## src/rtl/ttam_pkg.sv

```systemverilog
// ----------------------------------------------------------------------------
// ttam_pkg
// Shared constants, register codes and stage control type of the mapper.
// ----------------------------------------------------------------------------
package ttam_pkg;

  localparam int unsigned MAX_RANK_DEF   = 6;
  localparam int unsigned DIM_BITS_DEF   = 10;
  localparam int unsigned INDEX_BITS_DEF = 24;

  localparam int unsigned OFF_W         = 24;
  localparam int unsigned BYTE_W        = 27;
  localparam int unsigned RANK_W        = 3;
  localparam int unsigned EB_W          = 4;
  localparam int unsigned PERM_FIELD_W  = 3;
  localparam int unsigned AXIS_W        = 4;
  localparam int unsigned CFG_IDX_W     = 3;
  localparam int unsigned CFG_REG_LIMIT = 64;

  typedef enum logic [CFG_IDX_W-1:0] {
    CFG_RANK       = 3'd0,
    CFG_DIMS       = 3'd1,
    CFG_PERM       = 3'd2,
    CFG_REVERSE    = 3'd3,
    CFG_ELEM_BYTES = 3'd4
  } cfg_idx_e;

  typedef struct packed {
    logic valid;
    logic ok;
  } stage_ctl_t;

endpackage

```

## src/rtl/ttam_horner_cell.sv

```systemverilog
// ----------------------------------------------------------------------------
// ttam_horner_cell
// One input axis of the offset accumulation: acc = acc * dim + coord.
// ----------------------------------------------------------------------------
module ttam_horner_cell #(
  parameter int unsigned MAX_RANK = ttam_pkg::MAX_RANK_DEF,
  parameter int unsigned DIM_BITS = ttam_pkg::DIM_BITS_DEF,
  parameter int unsigned AXIS     = 0
) (
  input  logic                         clk_i,
  input  logic                         rst_ni,
  input  logic                         en_i,
  input  ttam_pkg::stage_ctl_t         ctl_i,
  input  logic [ttam_pkg::OFF_W-1:0]   acc_i,
  input  logic [MAX_RANK*DIM_BITS-1:0] coord_i,
  input  logic [DIM_BITS:0]            dim_i,
  input  logic                         active_i,
  output ttam_pkg::stage_ctl_t         ctl_o,
  output logic [ttam_pkg::OFF_W-1:0]   acc_o,
  output logic [MAX_RANK*DIM_BITS-1:0] coord_o
);

  localparam int unsigned PROD_W = ttam_pkg::OFF_W + DIM_BITS + 1;

  ttam_pkg::stage_ctl_t         ctl_q;
  logic [ttam_pkg::OFF_W-1:0]   acc_q, acc_d;
  logic [MAX_RANK*DIM_BITS-1:0] coord_q;

  logic [PROD_W-1:0]          prod;
  logic [ttam_pkg::OFF_W-1:0] sum;

  always_comb begin
    prod  = PROD_W'(acc_i) * PROD_W'(dim_i);
    sum   = prod[ttam_pkg::OFF_W-1:0]
          + ttam_pkg::OFF_W'(coord_i[AXIS*DIM_BITS +: DIM_BITS]);
    acc_d = active_i ? sum : acc_i;
  end

  always_ff @(posedge clk_i or negedge rst_ni) begin
    if (!rst_ni) begin
      ctl_q <= '0;
    end else if (en_i) begin
      ctl_q <= ctl_i;
    end
  end

  always_ff @(posedge clk_i) begin
    if (en_i) begin
      acc_q   <= acc_d;
      coord_q <= coord_i;
    end
  end

  assign ctl_o   = ctl_q;
  assign acc_o   = acc_q;
  assign coord_o = coord_q;

endmodule

```

## config.mk

```make
export PLATFORM = sky130hd
export DESIGN_NAME = ttam_horner_cell
export DESIGN_NICKNAME = d
export VERILOG_FILES = /design/src/rtl/ttam_pkg.sv /design/src/rtl/ttam_horner_cell.sv
export SDC_FILE = /design/constraint.sdc
export NUM_CORES = 1
export LEC_CHECK = 0
export BUFFER_PORTS_ARGS = -buffer_cell sky130_fd_sc_hd__buf_2
export CORE_AREA = 10 10 143 145
export DETAILED_ROUTE_END_ITERATION = 8
export DIE_AREA = 0 0 153 155
export PLACE_DENSITY = 0.78
export SLEW_MARGIN = 10
export SYNTH_ARGS = -nofsm -noshare
export SYNTH_HDL_FRONTEND = slang
export SYNTH_SLANG_ARGS = --single-unit
export TNS_END_PERCENT = 20
```

## constraint.sdc

```tcl
create_clock -name clk_i -period 2.7 [get_ports clk_i]
set_clock_uncertainty 0.15 [all_clocks]
set_input_delay 0 -clock clk_i [delete_from_list [all_inputs] [get_ports clk_i]]
set_output_delay 0 -clock clk_i [all_outputs]
set_load 0.005 [all_outputs]
```

Word level (Yosys, flattened, before mapping)

Cells that the tools add are included.
W data, S select, Z words.

Bits in registers: 86
Bits of input ports: 101
Logic and storage cells: 7

Add/sub/neg operators: 1
Multiply operators: 1
Muxes and demuxes: 1

Operators by type and width:

| kind             | number |
|---|---|
| $add A24 B10 Y24 | 1 |
| $mul A24 B11 Y24 | 1 |
| $mux W24         | 1 |

Logic depth before layout (Yosys ltp)

Depth in word-level cells: 3
Depth in mapped cells: 21

Worst setup path before layout

No wires, ideal clock.

Kind: input to register
From: input dim_i[5]
To: register acc_q (netlist bit acc_o[19]), data pin
Arrival time: 4,908 ps
Data required time: 2,295 ps
Slack: -2,613 ps
Stages: 19
Buffers on the path: 2
Cells stage by stage: clkbuf_1 clkbuf_1 nand2_1 fa_1 inv_1 fa_1 fa_1 fa_1 inv_1 fa_1 inv_1 ha_1 and4_4 and2_0 a221oi_4 a21oi_2 o21ai_1 or3b_1 a31o_1

Word-level cells in the longest chain between the ends: 3

Ends and longest elaborated chain:

| element              | RTL line               | text |
|---|---|---|
| from (decl)          | ttam_horner_cell.sv:16 | `input logic [DIM_BITS:0] dim_i,` |
| $mul A24 B11 Y24     | ttam_horner_cell.sv:33 | `prod = PROD_W'(acc_i) * PROD_W'(dim_i);` |
| $add A24 B10 Y24     | ttam_horner_cell.sv:35 | `+ ttam_pkg::OFF_W'(coord_i[AXIS*DIM_BITS +: DIM_BITS]);` |
| $mux W24             | ttam_horner_cell.sv:36 | `acc_d = active_i ? sum : acc_i;` |
| via acc_d (one bit)  | ttam_horner_cell.sv:26 | `logic [ttam_pkg::OFF_W-1:0] acc_q, acc_d;` |
| to (signal assigned) | ttam_horner_cell.sv:49 | `acc_q <= acc_d;` |
| to (decl)            | ttam_horner_cell.sv:26 |  |

The timed path passes the listed nets, and every way through them passes these cells.
A chain may end at the register's enable or synchronous reset.

Worst setup path in the final report

From: input dim_i[5]
To: register acc_q (netlist bit acc_o[23]), data pin

Same word-level chain as after synthesis.

==> flow_metrics.env <==
export IMPL_drive_gt1_share_pct=33.4
export IMPL_cp_startpoint="dim_i[5]"
export IMPL_status="finished with violations"
export IMPL_ant_nets=0
export IMPL_max_stage_delay_ns=0.53
export IMPL_first_global_vias=9392
export IMPL_crit_type="input port to register"
export IMPL_end_kind="register"
export IMPL_hold_viol=0
export IMPL_cts_root_buf="clkbuf_16"
export IMPL_grt_max_degree=55
export IMPL_avgRoutedWirePerCell_um=22.9
export IMPL_syn_instance_count=909
export IMPL_worstPathMaxFanout=6
export IMPL_drt_pass1_iterations=7
export IMPL_period_share_pct=180
export IMPL_power_mw=16.5
export IMPL_initial_core_util_pct=53.8
export IMPL_yosysUniqueCellTypes=49
export IMPL_crit_top_cell="fa_1"
export IMPL_dp_hpwl_mm=21.7
export IMPL_routed_wl_mm=34.4
export IMPL_numCtsBuffers=9
export IMPL_fin_cells=1503
export IMPL_drc=0
export IMPL_rr_startpoint="ctl_o[1]$_DFFE_PN0P_"
export IMPL_tightest_slew_ns=0.791
export IMPL_synth_edf_count=84
export IMPL_num_io_pins=187
export IMPL_ys_flop_type="edfxtp_1"
export IMPL_worstPathRequired_ns=2.66
export IMPL_path_clk_slew_ns=0.07
export IMPL_syn_num_nets=1221
export IMPL_timing_hold_ws_ns=0.0113
export IMPL_io_buffers=186
export IMPL_critPathBufInv=6
export IMPL_path_cells="buf_12 > and2_4 > fa_1 > inv_1 > fa_1 > inv_1 > fa_1 > fa_1 > inv_1 > fa_1 > inv_2 > ha_4 > and4_4 > and2_4 > a221oi_4 > a21oi_2 > buf_4 > a211oi_2 > xnor2_1 > mux2_4"
export IMPL_final_core_util_pct=74.3
export IMPL_hp_class="input port to register"
export IMPL_dr_first_iter_drc_count=871
export IMPL_violations="negative setup slack"
export IMPL_antenna_found_initial=3
export IMPL_holdCritStartpoint="acc_i[18]"
export IMPL_worst_slack_ns=-2.16
export IMPL_syn_avg_cell_area_sq_um=10.4
export IMPL_slowest_stage="fa_1"
export IMPL_vias_per_cell=5.62
export IMPL_min_period_ns=4.86
export IMPL_htreeDepth=3
export IMPL_mostFrequentLayoutCells="195 x inv_1, 168 x buf_2, 151 x fa_1"
export IMPL_power_density_mw_per_mm2=1260
export IMPL_async_reset_ff_share_pct=2.33
export IMPL_clkLatencyLatePin_ns=0.36
export IMPL_die_w_um=153
export IMPL_syn_area_sq_mm=0.00949
export IMPL_dp_cells=1400
export IMPL_core_area_sq_mm=0.0177
export IMPL_dieArea_sq_mm=0.0237
export IMPL_cts_tree="done"
export IMPL_grt_pass1_wl_mm=51.2
export IMPL_maxSlewViolCount=0
export IMPL_rsz0062_at_grt="yes"
export IMPL_vias=8443
export IMPL_chipHeight_um=155
export IMPL_finalNetCount=1580
export IMPL_fmax_ghz=0.206
export IMPL_syn_to_final_growth_pct=38.2
export IMPL_cts_buffer_depth=2
export IMPL_track_usage_pct=27.4
export IMPL_synth_top_cell_area_share_pct=32.9
export IMPL_cp_top_family="adder cells"
export IMPL_synth_ff_latch_count=86
export IMPL_cp_data_arrival_time_ns=4.83
export IMPL_cts_sinks=86
export IMPL_p_leak_nw=6.26
export IMPL_gp_congestion=0.893
export IMPL_grt_overflow=0
export IMPL_ys_warn_count=0
export IMPL_synth_top_area_cell="fa_1"
export IMPL_core_rowCount=49
export IMPL_seq_area_frac_synth_pct=27.1
export IMPL_cp_start_kind="input port"
export IMPL_setup_viol=21
export IMPL_netlist_top_cells_area="fa_1 33%, edfxtp_1 27%, inv_1 8.2%, ha_1 7.2%, and2_1 5.7%"
export IMPL_final_common_cell="inv_1"
export IMPL_drv_cap=0
export IMPL_max_slew_margin_pct=47.3
export IMPL_max_vdd_ir_drop_uv=1150
-- per-stage QoR --
step                      worst slack, ns  TNS, ns  area, sq um
after global routing                -2.27   -37.37        13100
after CTS                           -1.98   -31.06        12900
after floorplan                     -2.23   -32.77         9630
after global placement              -2.47   -41.13        11500
after detailed placement            -2.54   -42.83        11500
final                               -2.16   -35.36        13100
-- worst paths after layout --
check	slack (ns)	cells past startpoint	endpoint
setup / recovery	-2.16	20	acc_o[23]$_DFFE_PP_
hold / removal	0.01	3	acc_o[18]$_DFFE_PP_
setup reg to reg	1.77	1	ctl_o[1]$_DFFE_PN0P_
hold reg to reg	0.36	1	ctl_o[0]$_DFFE_PN0P_
max in group asynchronous	1.88	3	ctl_o[0]$_DFFE_PN0P_
min in group asynchronous	0.39	3	ctl_o[1]$_DFFE_PN0P_
-- registers in the layout, summed over array words and instances, names as in the netlist --
name / flops
ctl_o: 2
coord_o: 60
acc_o: 24
-- Yosys cell counts, types with 9 or more instances --
cell type	n
inv_1	208
fa_1	156
nand2_1	130
and2_1	87
edfxtp_1	84
ha_1	55
clkbuf_1	35
xnor2_1	26
a21oi_1	15
mux2_2	15
nor2_1	10
nor3_1	10
o21ai_0	9
-- logic make-up (layout without fill, tap and decap cells) --
group	count (synthesis)	after routing	synth area share, %
muxes	15	15	1.78
xor gates and xnor gates	31	31	2.86
AOI/OAI and AO/OA	66	66	5.04
adders and majority gates	211	211	40.1
other	0	1	0
and+or+nand+nor	255	255	13.2
buffers and inverters	245	609	9.87
DFF	86	86	27.1
-- worst min-delay path, delay by kind of cell --
family,cells,cell delay (ns)
muxes,1,0.15
buffers and inverters,2,0.27
-- what timing repair did --
item	4_1_cts	5_1_grt
endpoints found under the hold margin	68	0
hold buffers	69	0
buffers inserted	9	9
cloned	1	0
pin swaps	40	35
gates resized for setup	92	33
endpoints found under the setup margin	21	21
-- layer usage --
layer	GRT usage [%]	part of all wire [%]
met5	0	0
met4	15.6	7.5
met3	5.27	9.2
met2	50.1	52
met1	29.2	32
-- power breakdown --
part	total (mW)	switching [mW]	internal [mW]
registers	2.01	0.107	1.90
logic	13.3	7.01	6.26
clock network	1.25	0.611	0.642
total	16.5	7.73	8.81
-- layout make-up --
class	instances	area, sq um
diodes	1	2.50
clock buffers	10	229
clock inverters	6	53.8
fillers	1060	4540
inverters	208	781
multi-input cells	578	6360
flip-flops and latches	86	2570
well taps	229	287
repair buffers	385	2840
Note: power is estimated with default switching activity, not from simulation.
