--- src/rtl/ttam_pkg.sv ---
// ----------------------------------------------------------------------------
// ttam_pkg
// Shared constants, register codes and stage control type of the mapper.
// ----------------------------------------------------------------------------
package ttam_pkg;

  localparam int unsigned MAX_RANK_DEF   = 6;
  localparam int unsigned DIM_BITS_DEF   = 10;
  localparam int unsigned INDEX_BITS_DEF = 24;

  localparam int unsigned OFF_W         = 24;
  localparam int unsigned BYTE_W        = 27;
  localparam int unsigned RANK_W        = 3;
  localparam int unsigned EB_W          = 4;
  localparam int unsigned PERM_FIELD_W  = 3;
  localparam int unsigned AXIS_W        = 4;
  localparam int unsigned CFG_IDX_W     = 3;
  localparam int unsigned CFG_REG_LIMIT = 64;

  typedef enum logic [CFG_IDX_W-1:0] {
    CFG_RANK       = 3'd0,
    CFG_DIMS       = 3'd1,
    CFG_PERM       = 3'd2,
    CFG_REVERSE    = 3'd3,
    CFG_ELEM_BYTES = 3'd4
  } cfg_idx_e;

  typedef struct packed {
    logic valid;
    logic ok;
  } stage_ctl_t;

endpackage

--- src/rtl/ttam_out_buf.sv ---
// ----------------------------------------------------------------------------
// ttam_out_buf
// Two-entry output buffer; forms the byte offset and zeroes invalid results.
// ----------------------------------------------------------------------------
module ttam_out_buf (
  input  logic                        clk_i,
  input  logic                        rst_ni,
  input  ttam_pkg::stage_ctl_t        ctl_i,
  input  logic [ttam_pkg::OFF_W-1:0]  acc_i,
  input  logic [ttam_pkg::EB_W-1:0]   eb_i,
  output logic                        full_o,
  output logic                        out_valid_o,
  input  logic                        out_ready_i,
  output logic [ttam_pkg::OFF_W-1:0]  source_offset_o,
  output logic [ttam_pkg::BYTE_W-1:0] source_byte_offset_o,
  output logic                        index_valid_o
);

  localparam int unsigned PROD_W = ttam_pkg::OFF_W + ttam_pkg::EB_W;

  logic [ttam_pkg::OFF_W-1:0]  off_mem  [2];
  logic [ttam_pkg::BYTE_W-1:0] byte_mem [2];
  logic                        ok_mem   [2];

  logic       wr_ptr_q, rd_ptr_q;
  logic [1:0] count_q, count_d;

  logic                        push, pop;
  logic [PROD_W-1:0]           prod;
  logic [ttam_pkg::OFF_W-1:0]  off_w;
  logic [ttam_pkg::BYTE_W-1:0] byte_w;

  assign full_o = (count_q == 2'd2);
  assign push   = !full_o && ctl_i.valid;
  assign pop    = out_valid_o && out_ready_i;

  always_comb begin
    prod   = PROD_W'(acc_i) * PROD_W'(eb_i);
    off_w  = ctl_i.ok ? acc_i : '0;
    byte_w = ctl_i.ok ? prod[ttam_pkg::BYTE_W-1:0] : '0;
  end

  always_comb begin
    case ({push, pop})
      2'b10:   count_d = count_q + 2'd1;
      2'b01:   count_d = count_q - 2'd1;
      default: count_d = count_q;
    endcase
  end

  always_ff @(posedge clk_i or negedge rst_ni) begin
    if (!rst_ni) begin
      count_q  <= '0;
      wr_ptr_q <= 1'b0;
      rd_ptr_q <= 1'b0;
    end else begin
      count_q <= count_d;
      if (push) begin
        wr_ptr_q <= !wr_ptr_q;
      end
      if (pop) begin
        rd_ptr_q <= !rd_ptr_q;
      end
    end
  end

  always_ff @(posedge clk_i) begin
    if (push) begin
      off_mem[wr_ptr_q]  <= off_w;
      byte_mem[wr_ptr_q] <= byte_w;
      ok_mem[wr_ptr_q]   <= ctl_i.ok;
    end
  end

  assign out_valid_o          = (count_q != 2'd0);
  assign source_offset_o      = off_mem[rd_ptr_q];
  assign source_byte_offset_o = byte_mem[rd_ptr_q];
  assign index_valid_o        = ok_mem[rd_ptr_q];

endmodule

--- config.mk ---
export PLATFORM = sky130hd
export DESIGN_NAME = ttam_out_buf
export DESIGN_NICKNAME = d
export VERILOG_FILES = /design/src/rtl/ttam_pkg.sv /design/src/rtl/ttam_out_buf.sv
export SDC_FILE = /design/constraint.sdc
export NUM_CORES = 1
export LEC_CHECK = 0
export ABC_CLOCK_PERIOD_IN_PS = 7700
export BUFFER_PORTS_ARGS = -buffer_cell sky130_fd_sc_hd__buf_2
export CORE_ASPECT_RATIO = 1.25
export CORE_UTILIZATION = 50
export CTS_CLUSTER_DIAMETER = 40
export DETAILED_ROUTE_END_ITERATION = 7
export GPL_TIMING_DRIVEN = 0
export MAX_ROUTING_LAYER = met4
export PLACE_DENSITY = 0.74
export RECOVER_POWER = 100
export SYNTH_ARGS = -nofsm -noshare
export SYNTH_HDL_FRONTEND = slang
export SYNTH_SLANG_ARGS = --single-unit
--- constraint.sdc ---
create_clock -name clk_i -period 7.7 [get_ports clk_i]
set_clock_uncertainty 0.1 [all_clocks]
set_input_delay 1.155 -clock clk_i [delete_from_list [all_inputs] [get_ports clk_i]]
set_output_delay 1.155 -clock clk_i [all_outputs]
set_load 0.01 [all_outputs]
### Word level (Yosys, flattened, before mapping)

Memories as Yosys holds them, arrays and structs flattened.
Index checks and enable logic that the tools add are counted.

| storage, ports and cells | value |
|---|---|
| register bits | 4 |
| bits in writable memories | 104 |
| output and inout bits | 54 |
| logic and storage cells | 24 |
| memories kept | 3 |

| cells by class | value |
|---|---|
| add/subtract/negate cells | 2 |
| $mul | 1 |
| equality and inequality tests | 3 |
| mux-type cells | 5 |
| reductions and logical operators | 7 |

Memories:

| name | depth | width | rd ports | clocked after Yosys merged registers in | write ports | line | text |
|---|---|---|---|---|---|---|---|
| byte_mem | 2 | 27 | 1 | 0 | 1 | ttam_out_buf.sv:22 | `logic [ttam_pkg::BYTE_W-1:0] byte_mem [2];` |
| off_mem | 2 | 24 | 1 | 0 | 1 | ttam_out_buf.sv:21 | `logic [ttam_pkg::OFF_W-1:0] off_mem [2];` |
| ok_mem | 2 | 1 | 1 | 0 | 1 | ttam_out_buf.sv:23 | `logic ok_mem [2];` |

Operators by type and width:

| operator | count |
|---|---|
| multiplier 24 x 4 -> 27 bit | 1 |
| 2-to-1 mux 27 bit | 1 |
| 2-to-1 mux 24 bit | 1 |
| equality test 2 bit, second input constant | 2 |
| case mux 2 bit (2 select lines) | 1 |
| nonzero test 2 bit | 2 |
| logical NOT 1 bit | 3 |
| adder 2 x 1 -> 2 bit, second input constant | 1 |
| equality test 2 x 1 -> 1 bit, second input constant | 1 |
| logical AND 1 bit | 2 |
| 2-to-1 mux 1 bit | 2 |
| subtractor 2 x 1 -> 2 bit, second input constant | 1 |

### Logic depth before layout (Yosys ltp)

Gate-level depths: netlist (run 1).

| logic depth | value |
|---|---|
| depth in word-level cells | 5 |
| gate-level depth with buffers | 14 |
| gate-level depth less buffers | 12 |

### Worst setup path before layout (run 1)

No wires, ideal clock.

| timing | value |
|---|---|
| path kind | input port to flip-flop |
| start point | input port eb_i[3] (netlist name) |
| end point | memory byte_mem[0][26] (netlist name), data pin |
| data arrival time | 4.232 ns |
| data required time | 7.441 ns |
| path slack | 3.209 ns |
| stages on the path | 14 |
| cell sequence | clkbuf_1 > and2_1 > fa_1 > inv_1 > fa_1 > inv_1 > ha_1 > buf_4 > o211ai_2 > a2111o_1 > nor2_1 > and4b_1 > or3_1 > a21oi_1 |

| between the ends | value |
|---|---|
| longest elaborated chain between the ends | 2 |

RTL lines:

| item | line | text |
|---|---|---|
| start, declared | ttam_out_buf.sv:10 | `input logic [ttam_pkg::EB_W-1:0] eb_i,` |
| multiplier 24 x 4 -> 27 bit | ttam_out_buf.sv:38 | `prod = PROD_W'(acc_i) * PROD_W'(eb_i);` |
| 2-to-1 mux 27 bit | ttam_out_buf.sv:40 | `byte_w = ctl_i.ok ? prod[ttam_pkg::BYTE_W-1:0] : '0;` |
| via byte_w, one bit | ttam_out_buf.sv:31 | `logic [ttam_pkg::BYTE_W-1:0] byte_w;` |
| end, declared | ttam_out_buf.sv:22 |  |

The timed path passes the listed nets, and every way through them passes these cells.

### Worst setup path in the final report (run 1)

| timing | value |
|---|---|
| start point | input port eb_i[1] (netlist name) |
| end point | memory byte_mem[1][24] (netlist name), data pin |

The elaborated chain is that of the path after synthesis.

==> results of run 1 <==
[registers in the layout, indices dropped and copies added (netlist names)]
register,cells
count_q,2
off_mem,48
byte_mem,54
wr_ptr_q,1
ok_mem,2
rd_ptr_q,1
[power by group through the flow]
| stage | Sequential, mW | Clock [mW] | Combinational (mW) |
|---|---|---|---|
| global route | 0.900 | 0.479 | 1.11 |
| global placement | 0.897 | 0 | 1.01 |
| detailed placement | 0.895 | 0 | 1.05 |
| floorplan | 0.887 | 0 | 0.725 |
| CTS | 0.882 | 0.452 | 1.06 |
| finish | 0.886 | 0.445 | 0.998 |
[cell families (layout without fill, tap and decap cells)]
kind of cell,Yosys count,after routing,synth area share
simple gates,209,209,0.151
buf+inv,114,218,0.0595
flops,108,108,0.440
fa+ha+maj,75,75,0.173
compound gates,74,74,0.0642
mux,56,56,0.0854
xor+xnor,22,22,0.0263
[per-stage QoR]
step | util | hold WS, ns | worst slack, ns | cell area [um2] | cells
3_5_place_dp | 0.559 | 0.394 | 2.45 | 8030 | 924
6_report | 0.572 | 0.405 | 2.72 | 8200 | 940
3_3_place_gp | 0.556 | 0.374 | 2.49 | 7980 | 922
4_1_cts | 0.579 | 0.408 | 2.80 | 8310 | 940
5_1_grt | 0.572 | 0.436 | 2.51 | 8200 | 940
2_1_floorplan | - | 0.357 | 3.21 | 7320 | 658
[synth_stat cells, drive strengths merged (15+ instances only)]
cell,number,share of area
edfxtp,104,0.43
nor2,29,0.015
xnor2,15,0.018
clkbuf,16,0.0082
nand2,53,0.028
ha,31,0.053
a21oi,25,0.017
o21ai,16,0.011
fa,44,0.12
mux2,52,0.080
and2,95,0.081
inv,92,0.047
[worst max-delay path by stage]
stage,end,slack [ns],from,cells past startpoint
2_1_floorplan,byte_mem[0][26],3.21,eb_i[3],14
3_3_place_gp,ok_mem[0],2.49,ctl_i[1],3
3_5_place_dp,byte_mem[1][24],2.45,eb_i[3],13
4_1_cts,byte_mem[1][24],2.80,eb_i[3],13
5_1_grt,byte_mem[0][24],2.51,eb_i[1],13
6_report,byte_mem[1][24],2.72,eb_i[1],13
[area by class of cell]
class / count / area, um2 / share of cell area
sequential: 108 / 3220 / 0.393
clock buffer: 10 / 239 / 0.0291
multi-input combinational: 436 / 3660 / 0.447
clock inverter: 6 / 45.0 / 0.00549
tap: 178 / 223 / 0.0272
buffer: 21 / 86.3 / 0.0105
inverter: 93 / 349 / 0.0426
timing repair buffer: 88 / 370 / 0.0452
[metal layers]
layer	global-route usage	vias to the layer above
li1	-	2397
met1	0.257	2515
met2	0.405	127
met3	0.0369	28
met4	0.0855	0
met5	-	-
==> results.yml, run 1 <==
timing:
  finalHoldViolCount: 0
  rsz0062_at_grt: "no"
  fin_tns_setup_ns: 0
  maxSlewViolCount: 88
  fin_crit_ns: 4.98
  final-setup-viol-count: 0
  tightest_slew_ns: 1.90
  slew_headroom: -0.266
  max_freq_mhz: 201
  period_share: 0.647
critical_path:
  end_kind: "register"
  path_cells: "clkbuf_1, clkbuf_1, nand2_1, fa_1, fa_1, inv_1, fa_1, a21oi_1, o2111ai_1, a211oi_1, o21ai_0, a21oi_1, mux2i_1"
  crit_arrival_ns: 5.06
  cp_slowest_stage_delay_ns: 0.55
  worstReg2RegStart: "count_q[0]"
  startpoint_type: "input pin"
  reg2reg_slack_ns: 3.65
  worstPathRequired_ns: 7.78
  worstSetupPathType: "in -> reg"
  slowest_stage: "fa_1"
  reg2reg_to: "byte_mem[0][26]"
  critPathMaxFanout: 10
  cp_top_family: "adder cells"
  cp.buffers_inverters: 3
  worst-r2r-cell-count: 4
  crit_top_cell: "fa_1"
clocking:
  cts_tree: "yes"
  cts_post_setup_buffers_inserted: 0
  cts_root_buf: "clkbuf_16"
  htreeDepth: 3
  clkTransAtPathRegs_ns: 0.07
  cts-resized-gates: 0
  clk_latency_ns: 0.35
  ctsLongestPathBuffers: 2
  clock-sinks: 108
  hold_buffers: 0
  cts_buffers: 9
routing:
  dr_wl_met2_mm: 8.26
  avgRoutedWirePerCell_um: 16.5
  dr_wl_met3_um: 624
  drc: 0
  wl_met1_mm: 6.26
  vias_per_cell: 5.39
  drt_first_pass_iters: 5
  via_count: 5067
  dr.max_layer_used: "met4"
  wl_mm: 15.5
  drtIter0Drc: 286
  ant_nets: 0
outcome:
  violations: "capacitance limit, slew limit"
  status: "complete, but fails checks"
layout:
  n_fill_cell: 1264
  antenna_cells: 0
  layout_common_cells: "edfxtp_1 (104), inv_1 (92), clkbuf_1 (75)"
  drive_gt1_frac: 0.140
  final_nets: 865
  layout_commonest_cell: "edfxtp_1"
  syn_to_final_growth_pct: 12.0
yosys:
  synthCells: 658
  synth-seq-area-share: 0.440
  synth_edf_count: 104
  yosys_register_bits: 108
  ys.flop_type: "edfxtp_1"
  synth_cell_types: 46
  synth_nets: 766
  async_reset_ff_frac: 0.0370
  synth_area_per_cell_um2: 11.1
  syn-cell-area_mm2: 0.00732
  yosys_warnings: 0
hold_path:
  hold_start: "wr_ptr_q"
  holdPathStages: 1
  holdPathEnd: "wr_ptr_q"
  hp-class: "reg -> reg"
floorplan:
  die_area_mm2: 0.0151
  ios: 87
  initial_utilization: 0.510
  coreArea_mm2: 0.0143
  die_x_um: 110
  die_h_um: 137
  row_count: 49
place:
  portBuffers: 86
  dp_hpwl_mm: 11.9
  place_congestion: 0.892
power:
  finalPower_mw: 2.33
  p_clk_frac: 0.191
  p_comb_frac: 0.428
  p_int_mw: 1.48
  p_sw_frac: 0.364
  sequentialPowerShare: 0.380
  p_leak_nw: 3.39
  p_sw_mw: 0.848
  max-vdd-ir-drop_mv: 0.156
  p_per_area_mw_per_mm2: 284
job:
  maxCapViolCount: 3
grt:
  grt.overflow.total: 0
  track_usage: 0.229
  antenna_found_initial: 0
  grt_pass1_wl_mm: 25.1
  grt_pass1_vias: 5290
  grt_max_degree: 33
No activity file was read; power rests on OpenSTA's default activity.
==> run 2, diff against run 1 <==
ABC_AREA = 1   (was unset)
ABC_CLOCK_PERIOD_IN_PS = 5040   (was 7700)
clock period = 5.04 ns   (was 7.7 ns; I/O delays follow)
==> results.yml, run 2 <==
outcome:
  status: "complete, but fails checks"
  violations: "capacitance limit, slew limit"
timing:
  hold_slack_ns: 0.117
  fin_tns_setup_ns: 0
  slew_headroom: -0.250
  tightest_slew_ns: 1.87
  rsz0062_at_grt: "no"
  max_freq_mhz: 238
  finalHoldViolCount: 0
  final-setup-viol-count: 0
  period_share: 0.834
  maxSlewViolCount: 110
  setup_slack_ns: 0.836
  fin_crit_ns: 4.20
clocking:
  cts_post_setup_buffers_inserted: 0
  cts_tree: "yes"
  hold_buffers: 0
  clk_latency_ns: 0.34
  htreeDepth: 3
  cts_root_buf: "clkbuf_16"
  cts_buffers: 9
  cts-resized-gates: 0
  clock-sinks: 108
  ctsLongestPathBuffers: 2
  clkTransAtPathRegs_ns: 0.07
power:
  sequentialPowerShare: 0.363
  p_comb_frac: 0.452
  p_per_area_mw_per_mm2: 413
  finalPower_mw: 3.70
  p_leak_nw: 5.06
  p_sw_frac: 0.422
  p_sw_mw: 1.56
  p_int_mw: 2.14
  max-vdd-ir-drop_mv: 0.182
  p_clk_frac: 0.185
yosys:
  yosys_register_bits: 108
  synth_area_per_cell_um2: 7.52
  synth_nets: 1184
  synth_cell_types: 28
  syn-cell-area_mm2: 0.00809
  synth-seq-area-share: 0.398
  synth_top_area_share: 0.386
  yosysMostFrequentCell: "nand2_1"
  yosys-top-cells-count: "nand2_1 (444), inv_1 (274), edfxtp_1 (104)"
  synth_area_leaders: "edfxtp_1 (39%), nand2_1 (21%), inv_1 (13%)"
  ys.flop_type: "edfxtp_1"
  post-synth-top-area-cell: "edfxtp_1"
  synthCells: 1076
  synth_edf_count: 104
  async_reset_ff_frac: 0.0370
  yosys_warnings: 0
layout:
  largest_register_ffs: 54
  syn_to_final_growth_pct: 10.8
  final_nets: 1283
  layout_common_cells: "nand2_1 (448), inv_1 (276), edfxtp_1 (104)"
  drive_gt1_frac: 0.0568
  utilization: 0.571
  fin_cells: 1392
  layout_commonest_cell: "nand2_1"
  top_register: "byte_mem"
  antenna_cells: 0
  largestRegisters: "byte_mem x54, off_mem x48"
  n_fill_cell: 1524
  fin_area_mm2: 0.00897
critical_path:
  worstPathRequired_ns: 5.09
  worstSetupPathType: "in -> reg"
  end_kind: "register"
  crit_arrival_ns: 4.26
  startpoint_type: "input pin"
  critPathMaxFanout: 10
place:
  place_congestion: 0.923
  dp_hpwl_mm: 14.6
  dpl_cell_area_mm2: 0.00884
  pre_cts_ws_ns: 0.677
  portBuffers: 86
  dp.cells: 1376
floorplan:
  coreArea_mm2: 0.0157
  row_count: 51
  die_area_mm2: 0.0167
  die_x_um: 116
  ios: 87
  die_h_um: 144
  initial_utilization: 0.516
routing:
  ant_nets: 0
  vias_per_cell: 4.69
  drtIter0Drc: 434
  drt_first_pass_iters: 5
  avgRoutedWirePerCell_um: 13.1
  via_count: 6530
  wl_mm: 18.3
  drc: 0
grt:
  grt_pass1_vias: 6273
  grt.overflow.total: 0
  grt_pass1_wl_mm: 29.8
  antenna_found_initial: 0
  grt_max_degree: 34
  track_usage: 0.244
job:
  maxCapViolCount: 4
hold_path:
  hp-class: "in -> async"
-- run 2: cell types whose count changed in the layout (fill, tap and decap cells not counted), sizes merged, moves of 28 or more --
cell / previous run / this run
nand2: 53 / 456
inv: 95 / 279
and2: 95 / 2
mux2: 52 / 0
nor2: 29 / 57
-- run 2: logic make-up (layout without fill, tap and decap cells) --
family | after synthesis | after routing | synth area share
and+or+nand+nor | 548 | 548 | 0.273
buffers and inverters | 302 | 406 | 0.141
DFF | 108 | 108 | 0.398
adders and majority gates | 75 | 75 | 0.157
AOI/OAI and AO/OA | 37 | 37 | 0.0238
xor gates and xnor gates | 6 | 6 | 0.00649
-- run 2: path summary, 6_finish.rpt --
path	startpoint	endpoint	slack [ns]	cells past startpoint
worst max-delay path	eb_i[1]	byte_mem[0][26]	0.84	16
worst min-delay path	rst_ni	count_q[0]	0.12	1
worst max register to register	count_q[1]	byte_mem[0][18]	1.06	4
worst min register to register	count_q[0]	count_q[0]	0.45	1
max in group asynchronous	rst_ni	rd_ptr_q	4.55	1
min in group clk_i	count_q[0]	count_q[0]	0.45	1
-- run 2: cell type report --
class,count,area (um2),area share
repair buffers,88,367,0.0409
inverters,277,1040,0.116
clock inverters,5,45.0,0.00502
multi-input cells,666,3690,0.411
flip-flops and latches,108,3220,0.359
plain buffers,25,97.6,0.0109
clock buffers,11,243,0.0271
well taps,212,265,0.0296
-- run 2: metal layers --
| metal | track usage | vias to the layer above | wire length, um |
|---|---|---|---|
| met5 | - | - | 0 |
| met4 | 0.102 | 0 | 490 |
| met3 | 0.0323 | 34 | 851 |
| met2 | 0.424 | 150 | 9400 |
| met1 | 0.282 | 2987 | 7550 |
| li1 | - | 3359 | - |
-- run 2: critical path: stages --
cell	delay [ns]
clkbuf_1	0.34
clkbuf_1	0.48
nand2_1	0.14
fa_1	0.50
fa_1	0.56
inv_1	0.07
fa_1	0.47
nand2_1	0.10
nand2_1	0.09
nand3_1	0.10
nand2_1	0.13
nand2_1	0.11
nand3_1	0.08
nand2_1	0.06
inv_1	0.04
nor2_1	0.23
-- run 2: power groups by stage --
stage	combinational [mW]	clock [mW]	sequential [mW]
after floorplan	1.16	0	1.36
after global placement	1.72	0	1.38
after detailed placement	1.79	0	1.36
after CTS	1.79	0.689	1.34
after global routing	1.92	0.724	1.37
final	1.67	0.685	1.34
==> run 3, diff against run 2 <==
ABC_CLOCK_PERIOD_IN_PS = 4400   (was 5040)
clock period = 4.4 ns   (was 5.04 ns; I/O delays follow)
==> results.yml, run 3 (synthesis results as in run 2) <==
routing:
  drtIter0Drc: 473
  ant_nets: 0
  drc: 0
  wl_mm: 18.3
  via_count: 6530
  drt_first_pass_iters: 5
  vias_per_cell: 4.69
  avgRoutedWirePerCell_um: 13.1
critical_path:
  slowest_stage: "fa_1"
  critPathMaxFanout: 10
  path_cells: "clkbuf_1, clkbuf_1, nand2_1, fa_1, fa_1, inv_1, ha_1, nand2_1, nand2_1, nand3_2, nand2_1, inv_1, o21ai_0, nand2_1, nand2_1, nor2_1"
  startpoint_type: "input pin"
  worstPathRequired_ns: 4.40
  end_kind: "register"
  crit_arrival_ns: 4.02
  worstSetupPathType: "in -> reg"
  crit_top_cell: "nand2_1"
  cp_slowest_stage_delay_ns: 0.56
layout:
  syn_to_final_growth_pct: 11.0
  n_fill_cell: 1521
  largest_register_ffs: 54
  largestRegisters: "byte_mem x54, off_mem x48"
  top_register: "byte_mem"
  fin_area_mm2: 0.00899
  layout_common_cells: "nand2_1 (448), inv_1 (276), edfxtp_1 (104)"
  multi_input_area_mm2: 0.00370
  final-seq-area_mm2: 0.00322
  antenna_cells: 0
  final_nets: 1284
  drive_gt1_frac: 0.0593
  layout_commonest_cell: "nand2_1"
hold_path:
  hp-class: "reg -> reg"
timing:
  maxSlewViolCount: 77
  fin_crit_ns: 4.02
  rsz0062_at_grt: "no"
  final-setup-viol-count: 0
  max_freq_mhz: 249
  finalHoldViolCount: 0
  tightest_slew_ns: 1.88
  slew_headroom: -0.251
  fin_tns_setup_ns: 0
  setup_slack_ns: 0.378
  hold_slack_ns: 0.455
  period_share: 0.914
power:
  max-vdd-ir-drop_mv: 0.207
  p_per_area_mw_per_mm2: 471
  sequentialPowerShare: 0.363
  p_int_mw: 2.45
  p_sw_mw: 1.79
  p_leak_nw: 5.07
  p_sw_frac: 0.422
  p_comb_frac: 0.453
  p_clk_frac: 0.184
clocking:
  clk_latency_ns: 0.34
  htreeDepth: 3
  cts_tree: "yes"
  clock-sinks: 108
  cts_buffers: 9
  cts_post_setup_buffers_inserted: 0
  ctsLongestPathBuffers: 2
  clkTransAtPathRegs_ns: 0.07
  cts_root_buf: "clkbuf_16"
place:
  place_congestion: 0.923
  portBuffers: 86
  dpl_cell_area_mm2: 0.00884
  dp_hpwl_mm: 14.6
  pre_cts_ws_ns: 0.133
floorplan:
  die_h_um: 144
  ios: 87
  initial_utilization: 0.516
  coreArea_mm2: 0.0157
  row_count: 51
  die_x_um: 116
  die_area_mm2: 0.0167
outcome:
  violations: "capacitance limit, slew limit"
  status: "complete, but fails checks"
grt:
  grt_pass1_wl_mm: 29.8
  track_usage: 0.244
  antenna_found_initial: 0
  grt_max_degree: 34
  grt.overflow.total: 0
  grt_pass1_vias: 6273
job:
  maxCapViolCount: 3
## run 3: area by class of cell
cell class / count / area share
inverters: 277 / 0.116
plain buffers: 25 / 0.0109
clock inverters: 5 / 0.00501
flip-flops and latches: 108 / 0.359
well taps: 212 / 0.0295
clock buffers: 11 / 0.0270
repair buffers: 89 / 0.0420
multi-input cells: 666 / 0.411
## run 3: final timing paths
path | from | end | slack (ns) | depth (start not counted)
min reg2reg | count_q[0] | count_q[0] | 0.45 | 1
max | eb_i[1] | byte_mem[0][17] | 0.38 | 16
max reg2reg | count_q[1] | byte_mem[1][18] | 0.48 | 4
max in group asynchronous | rst_ni | rd_ptr_q | 3.47 | 2
min in group asynchronous | rst_ni | wr_ptr_q | 0.56 | 2
min | count_q[0] | count_q[0] | 0.45 | 1
## run 3: what timing repair did
action	4_1_cts	5_1_grt
endpoints found under the hold margin	4	0
hold buffers	1	0
setup endpoints to repair	0	0
gates resized for setup	0	0
## run 3: metal layers
layer	vias to the layer above	global-route usage	wire length, um
li1	3362	-	-
met1	2976	0.282	7510
met2	160	0.424	9390
met3	32	0.0323	865
met4	0	0.102	483
met5	-	-	0
## run 3: worst max-delay path, delay by kind of cell
family          cells  cell delay (ns)
buf+inv             4             0.95
simple gates        8             0.73
fa+ha+maj           3             1.35
compound gates      1             0.34
## run 3: metrics by stage
stage | utilization | instances | total power, mW
6_report | 0.573 | 1393 | 4.24
5_1_grt | 0.573 | 1393 | 4.60
4_1_cts | 0.582 | 1393 | 4.38
3_5_place_dp | 0.563 | 1376 | 3.60
3_3_place_gp | 0.560 | 1374 | 3.55
2_1_floorplan | - | 1076 | 2.89
## run 3: power by group through the flow
stage                     clock (mW)  sequential (mW)  combinational [mW]
after global placement             0             1.58                1.98
after detailed placement           0             1.55                2.05
after floorplan                    0             1.56                1.33
after global routing           0.829             1.56                2.21
final                          0.780             1.54                1.92
after CTS                      0.789             1.53                2.06
